[src/hw/rtl/rdnf_pkg.sv]
`default_nettype none
package rdnf_pkg;

	// longest entry name that can match
	localparam int NAME_BYTES = 8;

	localparam int CFG_DATA_W = 64;
	localparam int CFG_ADDR_W = 5;

	typedef enum logic [1:0] {
		REG_TARGET_NAME   = 2'd0,
		REG_TARGET_LENGTH = 2'd1,
		REG_TABLE_SIZE    = 2'd2
	} reg_idx_t;

	typedef enum logic [2:0] {
		PH_LEN    = 3'd0,
		PH_SKIP   = 3'd1,
		PH_PAR_LO = 3'd2,
		PH_PAR_HI = 3'd3,
		PH_NAME   = 3'd4,
		PH_PAD    = 3'd5
	} phase_t;

	typedef struct packed {
		logic [63:0] target_name;
		logic [3:0]  target_length;
		logic [15:0] table_size;
	} cfg_t;

	// number of header bytes skipped between the length byte and the parent number
	localparam logic [7:0] SKIP_BYTES = 8'd5;
	// fixed part of an entry: length, skipped bytes, parent number
	localparam logic [16:0] ENTRY_FIXED = 17'd8;

	function automatic logic [7:0] fold_upper(input logic [7:0] c);
		logic [7:0] r;
		r = c;
		if (c inside {[8'h61:8'h7A]}) begin
			r = c - 8'h20;
		end
		return r;
	endfunction

endpackage
`default_nettype wire

[src/hw/rtl/rdnf_regs.sv]
`default_nettype none
module rdnf_regs import rdnf_pkg::*; (
	input  wire logic                  clk,
	input  wire logic                  arst_n,
	input  wire logic                  psel,
	input  wire logic                  penable,
	input  wire logic                  pwrite,
	input  wire logic [CFG_ADDR_W-1:0] paddr,
	input  wire logic [CFG_DATA_W-1:0] pwdata,
	output logic      [CFG_DATA_W-1:0] prdata,
	output logic                       pready,
	output cfg_t                       cfg
);

	cfg_t     cfg_q;
	reg_idx_t idx;
	logic     wr_en;

	assign idx    = reg_idx_t'(paddr[4:3]);
	assign wr_en  = psel && penable && pwrite;
	assign pready = 1'b1;
	assign cfg    = cfg_q;

	always_ff @(posedge clk or negedge arst_n) begin
		if (!arst_n) begin
			cfg_q.target_name   <= '0;
			cfg_q.target_length <= 4'd1;
			cfg_q.table_size    <= '0;
		end else if (wr_en) begin
			case (idx)
				REG_TARGET_NAME:   cfg_q.target_name   <= pwdata;
				REG_TARGET_LENGTH: cfg_q.target_length <= pwdata[3:0];
				REG_TABLE_SIZE:    cfg_q.table_size    <= pwdata[15:0];
				default: ;
			endcase
		end
	end

	always_comb begin
		case (idx)
			REG_TARGET_NAME:   prdata = cfg_q.target_name;
			REG_TARGET_LENGTH: prdata = {60'd0, cfg_q.target_length};
			REG_TABLE_SIZE:    prdata = {48'd0, cfg_q.table_size};
			default:           prdata = '0;
		endcase
	end

endmodule
`default_nettype wire

[src/hw/rtl/rdnf_parser.sv]
`default_nettype none
module rdnf_parser import rdnf_pkg::*; #(
	parameter int NAME_BYTES = rdnf_pkg::NAME_BYTES
) (
	input  wire logic       clk,
	input  wire logic       arst_n,
	input  wire logic       step,
	input  wire logic [7:0] data_byte,
	input  wire logic       first_byte,
	input  wire cfg_t       cfg,
	output logic            found,
	output logic            scan_done
);

	phase_t      phase_q, phase_d;
	logic [7:0]  cnt_q, cnt_d;
	logic [7:0]  len_q, len_d;
	logic        lo_one_q, lo_one_d;
	logic        root_q, root_d;
	logic        match_q, match_d;
	logic [16:0] pos_q, pos_d;
	logic        seen_q, seen_d;
	logic        fin_q, fin_d;

	logic        complete, root_c, match_c, end_req, hit;
	logic [7:0]  cnt_inc, tgt_byte;
	logic [16:0] pos_sum;

	assign found     = seen_q;
	assign scan_done = fin_q;

	assign cnt_inc  = cnt_q + 8'd1;
	assign tgt_byte = cfg.target_name[{cnt_q[2:0], 3'b000} +: 8];
	assign pos_sum  = pos_q + ENTRY_FIXED + {9'd0, len_q} + {16'd0, len_q[0]};

	always_comb begin
		phase_d  = phase_q;
		cnt_d    = cnt_q;
		len_d    = len_q;
		lo_one_d = lo_one_q;
		root_d   = root_q;
		match_d  = match_q;
		pos_d    = pos_q;
		seen_d   = seen_q;
		fin_d    = fin_q;
		complete = 1'b0;
		root_c   = root_q;
		match_c  = match_q;
		end_req  = 1'b0;
		hit      = 1'b0;

		if (step && first_byte) begin
			pos_d    = '0;
			seen_d   = 1'b0;
			cnt_d    = '0;
			root_d   = 1'b0;
			lo_one_d = 1'b0;
			match_d  = 1'b1;
			if (cfg.table_size == 16'd0) begin
				fin_d   = 1'b1;
				phase_d = PH_LEN;
				len_d   = '0;
			end else begin
				fin_d   = 1'b0;
				phase_d = PH_SKIP;
				len_d   = data_byte;
			end
		end else if (step && !fin_q) begin
			case (phase_q)
				PH_LEN: begin
					len_d    = data_byte;
					cnt_d    = '0;
					match_d  = 1'b1;
					root_d   = 1'b0;
					lo_one_d = 1'b0;
					phase_d  = PH_SKIP;
				end
				PH_SKIP: begin
					if (cnt_inc >= SKIP_BYTES) begin
						cnt_d   = '0;
						phase_d = PH_PAR_LO;
					end else begin
						cnt_d = cnt_inc;
					end
				end
				PH_PAR_LO: begin
					lo_one_d = (data_byte == 8'd1);
					phase_d  = PH_PAR_HI;
				end
				PH_PAR_HI: begin
					root_c   = lo_one_q && (data_byte == 8'd0);
					root_d   = root_c;
					cnt_d    = '0;
					complete = (len_q == 8'd0);
					if (len_q != 8'd0) begin
						phase_d = PH_NAME;
					end
				end
				PH_NAME: begin
					if (cnt_q < 8'(NAME_BYTES) && cnt_q < 8'd8 &&
					    cnt_q < {4'd0, cfg.target_length}) begin
						match_c = match_q &&
						          (fold_upper(data_byte) == fold_upper(tgt_byte));
					end else begin
						match_c = 1'b0;
					end
					match_d  = match_c;
					cnt_d    = cnt_inc;
					complete = (cnt_inc >= len_q);
				end
				PH_PAD: begin
					end_req = 1'b1;
				end
				default: begin
					phase_d  = PH_LEN;
					cnt_d    = '0;
					len_d    = '0;
					root_d   = 1'b0;
					lo_one_d = 1'b0;
					match_d  = 1'b1;
				end
			endcase

			if (complete) begin
				hit = root_c && match_c && (len_q <= 8'(NAME_BYTES)) &&
				      (len_q == {4'd0, cfg.target_length});
				if (hit) begin
					seen_d = 1'b1;
					fin_d  = 1'b1;
				end else if (len_q[0]) begin
					phase_d = PH_PAD;
				end else begin
					end_req = 1'b1;
				end
			end

			if (end_req) begin
				pos_d    = pos_sum;
				phase_d  = PH_LEN;
				cnt_d    = '0;
				len_d    = '0;
				root_d   = 1'b0;
				lo_one_d = 1'b0;
				match_d  = 1'b1;
				if (pos_sum >= {1'b0, cfg.table_size}) begin
					fin_d = 1'b1;
				end
			end
		end
	end

	always_ff @(posedge clk or negedge arst_n) begin
		if (!arst_n) begin
			phase_q  <= PH_LEN;
			cnt_q    <= '0;
			len_q    <= '0;
			lo_one_q <= 1'b0;
			root_q   <= 1'b0;
			match_q  <= 1'b1;
			pos_q    <= '0;
			seen_q   <= 1'b0;
			fin_q    <= 1'b1;
		end else begin
			phase_q  <= phase_d;
			cnt_q    <= cnt_d;
			len_q    <= len_d;
			lo_one_q <= lo_one_d;
			root_q   <= root_d;
			match_q  <= match_d;
			pos_q    <= pos_d;
			seen_q   <= seen_d;
			fin_q    <= fin_d;
		end
	end

endmodule
`default_nettype wire

[src/hw/rtl/root_directory_name_finder_core.sv]
`default_nettype none
// Path table scanner: takes one path table byte per beat and returns one
// result beat per input beat, carrying found and scan_done as they stand
// after that byte. One byte is accepted every cycle while in_ready is high;
// a result is on the outputs once its byte has passed the input register and
// then the parser state registers, which double as the result register.
// The parser update per byte is combinational into them, which sets the
// one-byte-per-cycle rate. A stalled result holds the input register and
// backpressures in_ready. NAME_BYTES sets the longest entry name that can
// match. Configure target_name, target_length and table_size over APB while
// idle; after reset scan_done reads 1 until a beat with first_byte set arrives.
module root_directory_name_finder_core import rdnf_pkg::*; #(
	parameter int NAME_BYTES = rdnf_pkg::NAME_BYTES
) (
	input  wire logic                  clk,
	input  wire logic                  arst_n,
	input  wire logic                  in_valid,
	output logic                       in_ready,
	input  wire logic [7:0]            data_byte,
	input  wire logic                  first_byte,
	output logic                       out_valid,
	input  wire logic                  out_ready,
	output logic                       found,
	output logic                       scan_done,
	input  wire logic                  psel,
	input  wire logic                  penable,
	input  wire logic                  pwrite,
	input  wire logic [CFG_ADDR_W-1:0] paddr,
	input  wire logic [CFG_DATA_W-1:0] pwdata,
	output logic      [CFG_DATA_W-1:0] prdata,
	output logic                       pready
);

	cfg_t       cfg;
	logic       v_s1, v_s2;
	logic [7:0] byte_s1;
	logic       first_s1;
	logic       adv;

	// advance when the result slot is empty or being drained
	assign adv       = v_s1 && (!v_s2 || out_ready);
	assign in_ready  = !v_s1 || adv;
	assign out_valid = v_s2;

	always_ff @(posedge clk or negedge arst_n) begin
		if (!arst_n) begin
			v_s1 <= 1'b0;
			v_s2 <= 1'b0;
		end else begin
			if (in_ready) begin
				v_s1 <= in_valid;
			end
			if (adv) begin
				v_s2 <= 1'b1;
			end else if (out_ready) begin
				v_s2 <= 1'b0;
			end
		end
	end

	always_ff @(posedge clk) begin
		if (in_valid && in_ready) begin
			byte_s1  <= data_byte;
			first_s1 <= first_byte;
		end
	end

	rdnf_regs u_regs (
		.clk     (clk),
		.arst_n  (arst_n),
		.psel    (psel),
		.penable (penable),
		.pwrite  (pwrite),
		.paddr   (paddr),
		.pwdata  (pwdata),
		.prdata  (prdata),
		.pready  (pready),
		.cfg     (cfg)
	);

	rdnf_parser #(
		.NAME_BYTES (NAME_BYTES)
	) u_parser (
		.clk        (clk),
		.arst_n     (arst_n),
		.step       (adv),
		.data_byte  (byte_s1),
		.first_byte (first_s1),
		.cfg        (cfg),
		.found      (found),
		.scan_done  (scan_done)
	);

endmodule
`default_nettype wire

[config.mk]
export PLATFORM = sky130hd
export DESIGN_NAME = root_directory_name_finder_core
export DESIGN_NICKNAME = d
export VERILOG_FILES = /design/src/hw/rtl/rdnf_pkg.sv /design/src/hw/rtl/rdnf_regs.sv /design/src/hw/rtl/rdnf_parser.sv /design/src/hw/rtl/root_directory_name_finder_core.sv
export SDC_FILE = /design/constraint.sdc
export NUM_CORES = 1
export LEC_CHECK = 0
export BUFFER_PORTS_ARGS = -buffer_cell sky130_fd_sc_hd__buf_2
export CELL_PAD_IN_SITES_DETAIL_PLACEMENT = 0
export CELL_PAD_IN_SITES_GLOBAL_PLACEMENT = 1
export CORE_ASPECT_RATIO = 1.2
export CORE_MARGIN = 1.5
export CORE_UTILIZATION = 45
export CTS_BUF_LIST = sky130_fd_sc_hd__clkbuf_8
export DETAILED_ROUTE_END_ITERATION = 6
export PLACE_DENSITY = 0.94
export REMOVE_ABC_BUFFERS = 1
export SLEW_MARGIN = 5
export SYNTH_ARGS = -nofsm -noshare
export SYNTH_HDL_FRONTEND = slang
export SYNTH_SLANG_ARGS = --single-unit
[constraint.sdc]
create_clock -name clk -period 4.33 [get_ports clk]
set_clock_uncertainty 0.05 [all_clocks]
set_input_delay 0.866 -clock clk [delete_from_list [all_inputs] [get_ports clk]]
set_output_delay 0.866 -clock clk [all_outputs]
set_load 0.02 [all_outputs]
==> reports/qor.yml, run 1 <==
synthTopCellsByArea: "dfrtp_1 37%, mux2_2 9.5%, ha_1 6.5%"
reg2reg_slack_ps: 270
seq_area_frac_synth_pct: 41.11
wl_met3_um: 969
critical_path_class: "reg -> reg"
yosys_register_bits: 135
cts_tree: "done"
drc: 0
dp_hpwl_um: 15950
cts_htree_levels: 4
worst_pin_slew_ps: 932.8
synth_edf_count: 9
synth.distinct_cells: 69
hold_viol: 0
fin_crit_sh_pct: 93.71
cts_made_buffers: 17
first_global_vias: 6738
die_area_sq_um: 19350
ir_drop_uv: 302.2
vias: 6648
grt_pass1_wl_um: 34990
p_comb_share_pct: 48.1
dieHeight_um: 152.1
diodes: 0
antenna_found_initial: 0
io_buffers: 149
worstPathArrival_ps: 4390
floorplan.initialDensity_pct: 45.87
slew_headroom_pct: 37.82
setup_slack_ps: 272.3
postSynthAreaPerCell_sq_um: 10.38
crit_path_cell_trace: "ha_1, ha_1, inv_1, fa_1, nor2b_1, o21ai_0, nand2b_1, a21oi_1, o21ai_0, buf_4, nand4_1, xnor2_1, ha_1, a21o_1, a21oi_1, o41ai_1, o31ai_1, a21oi_1, a221o_1"
vias_per_cell: 5.596
endpoint_kind: "register"
met2_length_um: 10740
gr-total-overflow: 0
cts_root_buf: "clkbuf_8"
powerDensity_nw_per_um2: 584.4
synthFlopType: "dfrtp_1"
status: "finished, final reports clean"
core.rowCount: 54
fin_nets: 1081
cp-start-kind: "register"
post-place-ws_ps: 220.2
clk_pin_slew_ps: 80
cap_violations: 0
first_pass_iters: 5
routabilityCongestion: 0.8609
grt_util_all_layers_pct: 23.02
final_common_cell: "buf_2"
final_cell_mix: "148 x buf_2, 123 x dfrtp_1, 74 x nand2_1"
synth_top_area_share_pct: 36.92
cts_sinks: 135
intPower_mw: 3.374
finalSetupViolCount: 0
synth_area_sq_um: 8337
grt_max_degree: 54
wl_per_cell_um: 17.86
max_freq_ghz: 0.2464
async_reset_ff_share_pct: 93.33
power_leakage_nw: 4.624
io_pins: 154
power_switching_mw: 2.322
wirelength_um: 21210
cp_max_fo: 5
finalMaxSlewViolations: 0
area_delta_synth_final_pct: 16.91
hp-class: "in -> async"
core_area_sq_um: 18170
yosysWarnings: 0
p_sw_share_pct: 40.76
antenna_left: 0
top_layer_used: "met4"
critPathSlowestCell: "dfrtp_1"
met1_length_um: 9038
timing.final.crit_period_ps: 4058
clkLatencyLatePin_ps: 460
synth_top_cell_by_area: "dfrtp_1"
seqPwrFrac_pct: 33.2
dr.first_iter.drc_count: 405
worstPathRequired_ps: 4660
cts.path.max_buffers: 2
netlist_instances: 803
p_clk_share_pct: 18.7
slowest_delay_ps: 450
fin_setup_tns_ps: 0
rsz0062_at_grt: "no"
die_x_um: 127.3
drive_gt1_share_pct: 32.26
-- critical path: cells and delay by family, from the launching register on --
family / cells / cell delay (ps)
compound gates: 9 / 1530
buf+inv: 2 / 220
xor+xnor: 1 / 210
flops: 1 / 450
fa+ha+maj: 4 / 1160
simple gates: 3 / 370
-- area by class of cell --
cell class	count	area, sq um
Inverter	43	161.4
Sequential cell	135	3427
Clock buffer	17	234.0
Multi-Input combinational cell	588	4588
Timing Repair Buffer	166	900.9
Tap cell	224	280.3
Clock inverter	15	155.1
Fill cell	1582	8428
-- power groups by stage --
| stage | clock [mW] | combinational, mW | sequential, mW |
|---|---|---|---|
| final | 1.06 | 2.74 | 1.89 |
| after global routing | 1.13 | 3.05 | 1.94 |
| after CTS | 1.08 | 2.72 | 1.89 |
| after detailed placement | 0 | 2.71 | 1.91 |
| after global placement | 0 | 2.63 | 1.90 |
| after floorplan | 0 | 1.96 | 1.86 |
-- through the flow --
| stage | cells | power, mW | area [sq um] | hold slack, ps | util (%) |
|---|---|---|---|---|---|
| 6_report | 1188 | 5.696 | 9747 | 315.4 | 53.63 |
| 5_1_grt | 1188 | 6.112 | 9747 | 337.5 | 53.63 |
| 4_1_cts | 1188 | 5.691 | 9736 | 325.1 | 53.57 |
| 3_5_place_dp | 1156 | 4.620 | 9346 | 416.7 | 51.43 |
| 3_3_place_gp | 1156 | 4.529 | 9346 | 413.1 | 51.43 |
| 2_1_floorplan | 766 | 3.815 | 8153 | 393.7 | - |
-- registers in the layout, indices dropped and copies added, names as in the netlist --
signal / count
u_parser.root_q: 1
u_regs.cfg: 84
u_parser.scan_done: 1
u_parser.found: 1
first_s1: 1
u_parser.pos_q: 16
u_parser.cnt_q: 8
u_parser.len_q: 8
byte_s1: 8
u_parser.match_q: 1
u_parser.phase_q: 3
out_valid: 1
u_parser.lo_one_q: 1
v_s1: 1
-- kinds of logic after synthesis --
logic type                 count (synthesis)  synth area share (%)
buffers and inverters                     80                 4.142
DFF                                      135                 41.11
AOI/OAI and AO/OA                        150                 12.05
adders and majority gates                 45                 6.934
muxes                                    111                 17.06
other                                      1               0.04498
xor gates and xnor gates                  27                 2.837
and+or+nand+nor                          254                 15.82
-- synth_stat cells, types with 4 or more instances --
cell / n
xnor2_1: 19
nor4_1: 7
nor2b_1: 7
edfxtp_1: 9
o31ai_1: 7
a22o_1: 14
o21a_1: 4
nand3_1: 15
inv_1: 42
a211oi_1: 8
nand2_1: 74
mux2_2: 70
nand3b_1: 4
nor3b_1: 4
clkbuf_1: 28
o21ai_1: 12
nor3_1: 6
nand4_1: 7
a21o_1: 12
nand2b_1: 12
and3_1: 7
xor2_1: 8
and2_1: 50
or3_1: 5
mux4_2: 16
nor2_1: 41
a21oi_1: 21
ha_1: 43
mux2i_1: 21
o21ai_0: 39
buf_6: 5
o22ai_1: 4
dfrtp_1: 123
-- timing repair --
| item | in CTS | in global routing |
|---|---|---|
| setup buffers | 0 | 0 |
| gates resized for setup | 0 | 3 |
| hold buffers | 0 | 0 |
| endpoints found under the hold margin | 0 | 0 |
| setup endpoints to repair | 0 | 1 |
-- metal layers --
metal / vias to the layer above / global-route usage (%)
li1: 3173 / -
met1: 3280 / 29.11
met2: 161 / 38.87
met3: 34 / 5.317
met4: 0 / 7.630
met5: - / 0
-- worst paths after layout --
path                                   start            endpoint  depth (start not counted)
max in group asynchronous             arst_n  u_parser.scan_done                          2
setup / recovery           u_parser.len_q[2]  u_parser.scan_done                         19
hold / removal                        arst_n   u_parser.lo_one_q                          1
setup reg to reg           u_parser.len_q[2]  u_parser.scan_done                         19
min in group clk           u_parser.pos_q[3]   u_parser.pos_q[3]                          1
hold reg to reg            u_parser.pos_q[3]   u_parser.pos_q[3]                          1
(Power assumes the default switching activity.)
==> inputs of run 2 (changes only) <==
Settings changed: CORE_UTILIZATION 45 to 44, CTS_BUF_LIST sky130_fd_sc_hd__clkbuf_8 to not set, PLACE_DENSITY 0.94 to 0.92.
==> reports/qor.yml, run 2 (synthesized netlist as in run 1, its figures left out) <==
grt_util_all_layers_pct: 22.74  # -0.28 points
hp-class: "in -> async"
intPower_mw: 3.652  # +8.2%
ir_drop_uv: 349.8  # +16%
first_global_vias: 6891  # +2.3%
vias: 6649  # +0.015%
diodes: 0  # unchanged
worstPathArrival_ps: 4310  # -80 ps
final_cell_mix: "148 x buf_2, 123 x dfrtp_1, 74 x nand2_1"
antenna_found_initial: 0  # unchanged
core_area_sq_um: 18380  # +1.1%
worstPathRequired_ps: 4630  # -30 ps
rsz0062_at_grt: "no"
grt_max_degree: 93  # +72%
slew_headroom_pct: 41.41  # +3.6 points
r2r_cells: 19  # unchanged
startpoint: "u_parser.len_q[3]"
dieHeight_um: 153.8  # +1.1%
cts_sinks: 135  # unchanged
clkLatencyLatePin_ps: 430  # -30 ps
max_freq_ghz: 0.2490  # +1.1%
cp-start-kind: "register"
cp_max_fo: 4  # -1
die_area_sq_um: 19790  # +2.2%
reg2reg_slack_ps: 310  # +40 ps
cts_tree: "done"
p_comb_share_pct: 45.3  # -2.8 points
wirelength_um: 21040  # -0.83%
status: "finished, final reports clean"
floorplan.initialDensity_pct: 45.36  # -0.51 points
core.rowCount: 54  # unchanged
powerDensity_nw_per_um2: 602.7  # +3.1%
drive_gt1_share_pct: 32.12  # -0.14 points
power_mw: 5.994  # +5.2%
seqPwrFrac_pct: 31.8  # -1.4 points
worst_r2r_startpoint: "u_parser.len_q[3]"
endpoint_kind: "register"
fin_util_pct: 54.11  # +0.48 points
fin_nets: 1079  # -0.19%
final_common_cell: "buf_2"
cts.path.max_buffers: 2  # unchanged
finalSetupViolCount: 0  # unchanged
timing.final.crit_period_ps: 4015  # -42.29 ps
largest_register_ffs: 84  # unchanged
critPathCapture: "u_parser.scan_done"
dr.first_iter.drc_count: 408  # +0.74%
routabilityCongestion: 0.8727  # +1.4%
worst_pin_slew_ps: 875.0  # -57.79 ps
first_pass_iters: 5  # unchanged
cts_htree_levels: 4  # unchanged
die_x_um: 128.7  # +1.1%
gr-total-overflow: 0  # unchanged
power_switching_mw: 2.341  # +0.86%
clk_pin_slew_ps: 60  # -20 ps
critical_path_class: "reg -> reg"
power_leakage_nw: 4.685  # +1.3%
finalMaxSlewViolations: 0  # unchanged
grt_pass1_wl_um: 35340  # +1.0%
dp_hpwl_um: 15760  # -1.2%
cts_made_buffers: 17  # unchanged
cap_violations: 0  # unchanged
drc: 0  # unchanged
cts_root_buf: "clkbuf_16"
post-place-ws_ps: 204.2  # -16.03 ps
hold_viol: 0  # unchanged
wl_per_cell_um: 17.33  # -3.0%
setup_slack_ps: 314.6  # +42.29 ps
fill_cells: 1707  # +7.9%
fin_crit_sh_pct: 92.73  # -0.98 points
p_sw_share_pct: 39.06  # -1.7 points
antenna_left: 0  # unchanged
cts_setup_buffers: 0  # unchanged
p_clk_share_pct: 23.0  # +4.3 points
io_buffers: 149  # unchanged
area_delta_synth_final_pct: 19.29
regToRegEndpoint: "u_parser.scan_done"
io_pins: 154  # unchanged
vias_per_cell: 5.477  # -2.1%
[run 2: cell count changes in the layout (fill, tap and decap cells not counted), sizes merged]
cell,change
buf,-2
bufinv,-2
clkbuf,+3
clkinv,+4
inv,-5
[run 2: worst min-delay path by stage]
stage                        endpoint  slack (ps)  cells past startpoint
global placement    u_parser.pos_q[3]         410                      1
detailed placement  u_parser.pos_q[3]         420                      1
finish                 u_regs.cfg[80]         350                      1
global route           u_regs.cfg[80]         390                      1
CTS                    u_regs.cfg[80]         370                      1
floorplan            u_parser.match_q         390                      2
[run 2: critical path, cell delays in order (launching register included)]
cell and delay [ps]:
dfrtp_1 370, inv_1 90, ha_1 320, inv_1 60, ha_1 290, a21o_1 180
a21oi_1 210, o21bai_1 110, a21oi_2 180, o21bai_1 80, a21oi_1 240, nor2_1 80
xor2_1 160, ha_1 310, a21o_1 190, a211oi_1 240, a211oi_1 110, o31ai_1 290
a21oi_1 120, a221o_1 270
[run 2: metal layers]
metal  track usage [%]  part of all wire, %  up-vias
met1             28.49                   43     3260
met4             8.935                  2.7        0
li1                  -                    -     3165
met5                 0                    0        -
met2             38.30                   50      182
met3             4.697                  4.6       42
[run 2: power by group through the flow]
| stage | clock network (mW) | logic (mW) | registers [mW] |
|---|---|---|---|
| floorplan | 0 | 1.96 | 1.86 |
| global placement | 0 | 2.64 | 1.90 |
| detailed placement | 0 | 2.70 | 1.92 |
| CTS | 1.40 | 2.72 | 1.90 |
| global route | 1.45 | 3.04 | 1.95 |
| finish | 1.38 | 2.71 | 1.90 |
[run 2: area by class of cell]
| cell class | instances | area, sq um | area share [%] |
|---|---|---|---|
| Inverter | 43 | 161.4 | 1.623 |
| Clock buffer | 20 | 467.9 | 4.706 |
| Tap cell | 252 | 315.3 | 3.171 |
| Sequential cell | 135 | 3427 | 34.46 |
| Multi-Input combinational cell | 588 | 4581 | 46.06 |
| Timing Repair Buffer | 164 | 898.4 | 9.034 |
| Clock inverter | 12 | 93.84 | 0.9436 |
[run 2: timing repair]
action / CTS / global route
hold buffers: 0 / 0
endpoints found under the setup margin: 0 / 1
gates resized for setup: 0 / 1
[run 2: per-stage QoR]
stage	hold slack, ps	instances	setup TNS, ps	area (sq um)
finish	351.0	1214	0	9945
global route	391.7	1214	0	9945
CTS	367.8	1214	0	9941
detailed placement	416.8	1182	0	9379
global placement	409.9	1182	0	9379
floorplan	393.7	766	-112740	8153
==> inputs of run 3 (changes only) <==
Settings changed: PLACE_DENSITY 0.92 to 0.78.
==> reports/qor.yml, run 3 (synthesized netlist as in run 1, its figures left out) <==
cts_root_buf: "clkbuf_16"
final_cell_count_no_fill: 1217  # +0.25%
startpoint: "u_parser.len_q[3]"
die_x_um: 128.7  # unchanged
endpoint_kind: "register"
min_from: "u_parser.pos_q[3]"
hold_viol: 0  # unchanged
worst_pin_slew_ps: 1021  # +145.9 ps
p_clk_share_pct: 23.2  # +0.2 points
intPower_mw: 3.658  # +0.15%
met2_length_um: 10830  # +3.5%
timing.final.crit_period_ps: 3997  # -18.74 ps
critical_path_class: "reg -> reg"
clkLatencyLatePin_ps: 430  # about the same
fin_crit_sh_pct: 92.30  # -0.43 points
grt_max_degree: 75  # -19%
antenna_found_initial: 1  # +1
power_switching_mw: 2.352  # +0.45%
clk_pin_slew_ps: 60  # about the same
cp_max_fo: 4  # unchanged
top_layer_used: "met4"
io_pins: 154  # unchanged
hp-class: "reg -> reg"
area_delta_synth_final_pct: 19.39  # about the same
stdcell_area_sq_um: 9953  # about the same
met1_length_um: 9788  # +8.2%
dp_hpwl_um: 16120  # +2.3%
worstPathRequired_ps: 4630  # about the same
fin_nets: 1081  # +0.19%
cts_made_buffers: 17  # unchanged
setup_slack_ps: 333.4  # +18.74 ps
slowest_delay_ps: 380  # about the same
largest_register_ffs: 84  # unchanged
floorplan.initialDensity_pct: 45.36  # unchanged
antenna_left: 0  # unchanged
max_freq_ghz: 0.2502  # +0.47%
vias: 6545  # -1.6%
finalMaxSlewViolations: 0  # unchanged
critPathCapture: "u_parser.scan_done"
slew_headroom_pct: 31.94  # -9.5 points
io_buffers: 149  # unchanged
grt_util_all_layers_pct: 22.85  # +0.11 points
cts_sinks: 135  # unchanged
powerDensity_nw_per_um2: 603.8  # +0.18%
final_common_cell: "buf_2"
cap_violations: 0  # unchanged
drive_gt1_share_pct: 32.16  # +0.037 points
die_area_sq_um: 19790  # unchanged
cts_setup_buffers: 0  # unchanged
routabilityCongestion: 0.7958  # -8.8%
seqPwrFrac_pct: 31.4  # -0.4 points
core_area_sq_um: 18380  # unchanged
critical-path-top-delay-family: "compound AO/OA/AOI/OAI gates"
cp-start-kind: "register"
status: "finished, final reports clean"
drc: 0  # unchanged
crit_buf_inv: 2  # unchanged
cts_htree_levels: 4  # unchanged
first_global_vias: 6479  # -6.0%
wirelength_um: 21740  # +3.4%
vias_per_cell: 5.378  # -1.8%
crit_path_cell_trace: "inv_1, ha_1, inv_1, ha_1, a21o_1, a21oi_1, o21bai_1, a21oi_1, o21bai_1, a21oi_2, nor2_1, xor2_1, ha_1, a21o_1, a211oi_1, a211oi_1, o31ai_1, a21oi_1, a221o_1"
first_pass_iters: 5  # unchanged
gr-total-overflow: 0  # unchanged
power_leakage_nw: 4.691  # +0.12%
grt_pass1_wl_um: 34830  # -1.4%
cts.path.max_buffers: 2  # unchanged
rsz0062_at_grt: "no"
p_sw_share_pct: 39.13  # +0.069 points
dp.cells: 1184  # +0.17%
hold_buffers: 0  # unchanged
cts_tree: "done"
regToRegEndpoint: "u_parser.scan_done"
dieHeight_um: 153.8  # unchanged
reg2reg_slack_ps: 330  # +20 ps
ir_drop_uv: 355.8  # +1.7%
wl_met3_um: 903  # -5.9%
worst_r2r_startpoint: "u_parser.len_q[3]"
worstPathArrival_ps: 4290  # -20 ps
finalSetupViolCount: 0  # unchanged
critPathSlowestCell: "dfrtp_1"
post-place-ws_ps: 255.4  # +51.24 ps
fin_hold_ws_ps: 427.2  # +76.14 ps
cp_num_cells: 19  # unchanged
core.rowCount: 54  # unchanged
r2r_cells: 19  # unchanged
p_comb_share_pct: 45.3  # about the same
dr.first_iter.drc_count: 330  # -19%
dpl_cell_area_sq_um: 9394  # +0.16%
wl_per_cell_um: 17.87  # +3.1%
final_cell_mix: "148 x buf_2, 123 x dfrtp_1, 74 x nand2_1"
run 3: worst register-to-register path: stages (launching register included):
cell,delay (ps)
dfrtp_1,380
inv_1,90
ha_1,330
inv_1,60
ha_1,290
a21o_1,180
a21oi_1,230
o21bai_1,90
a21oi_1,220
o21bai_1,110
a21oi_2,180
nor2_1,70
xor2_1,180
ha_1,290
a21o_1,190
a211oi_1,230
a211oi_1,110
o31ai_1,270
a21oi_1,110
a221o_1,260
run 3: how the worst min path moves through the flow:
stage	endpoint	slack, ps	cells past startpoint
3_3_place_gp	u_parser.pos_q[3]	410	1
5_1_grt	u_parser.pos_q[3]	460	1
3_5_place_dp	u_parser.pos_q[3]	420	1
6_report	u_parser.pos_q[3]	430	1
4_1_cts	u_parser.pos_q[3]	430	1
2_1_floorplan	u_parser.match_q	390	2
run 3: area by class of cell:
| cell class | count | area [sq um] |
|---|---|---|
| antenna | 1 | 2.502 |
| multi-input combinational | 588 | 4581 |
| sequential | 135 | 3427 |
| clock inverter | 13 | 120.1 |
| tap | 252 | 315.3 |
| inverter | 43 | 161.4 |
| clock buffer | 19 | 432.9 |
| fill | 1704 | 8424 |
| timing repair buffer | 166 | 913.4 |
run 3: stage by stage:
stage / total power, mW / utilization [%] / TNS (ps)
floorplan: 3.815 / - / -112740
global placement: 4.590 / 51.12 / 0
detailed placement: 4.628 / 51.12 / 0
CTS: 6.052 / 54.13 / 0
global route: 6.458 / 54.15 / 0
finish: 6.010 / 54.16 / 0
run 3: what timing repair did:
action	4_1_cts	5_1_grt
hold endpoints to repair	0	0
resized for setup	0	1
endpoints found under the setup margin	0	1
run 3: layer usage:
metal,vias up,global-route usage [%]
met5,-,0
met3,20,4.489
li1,3169,-
met2,155,37.71
met1,3201,30.86
met4,0,5.564
run 3: power by group through the flow:
stage / clock network [mW] / registers [mW] / logic [mW]
after global routing: 1.47 / 1.93 / 3.06
after detailed placement: 0 / 1.91 / 2.72
after global placement: 0 / 1.90 / 2.69
after floorplan: 0 / 1.86 / 1.96
final: 1.40 / 1.89 / 2.73
after CTS: 1.42 / 1.89 / 2.75
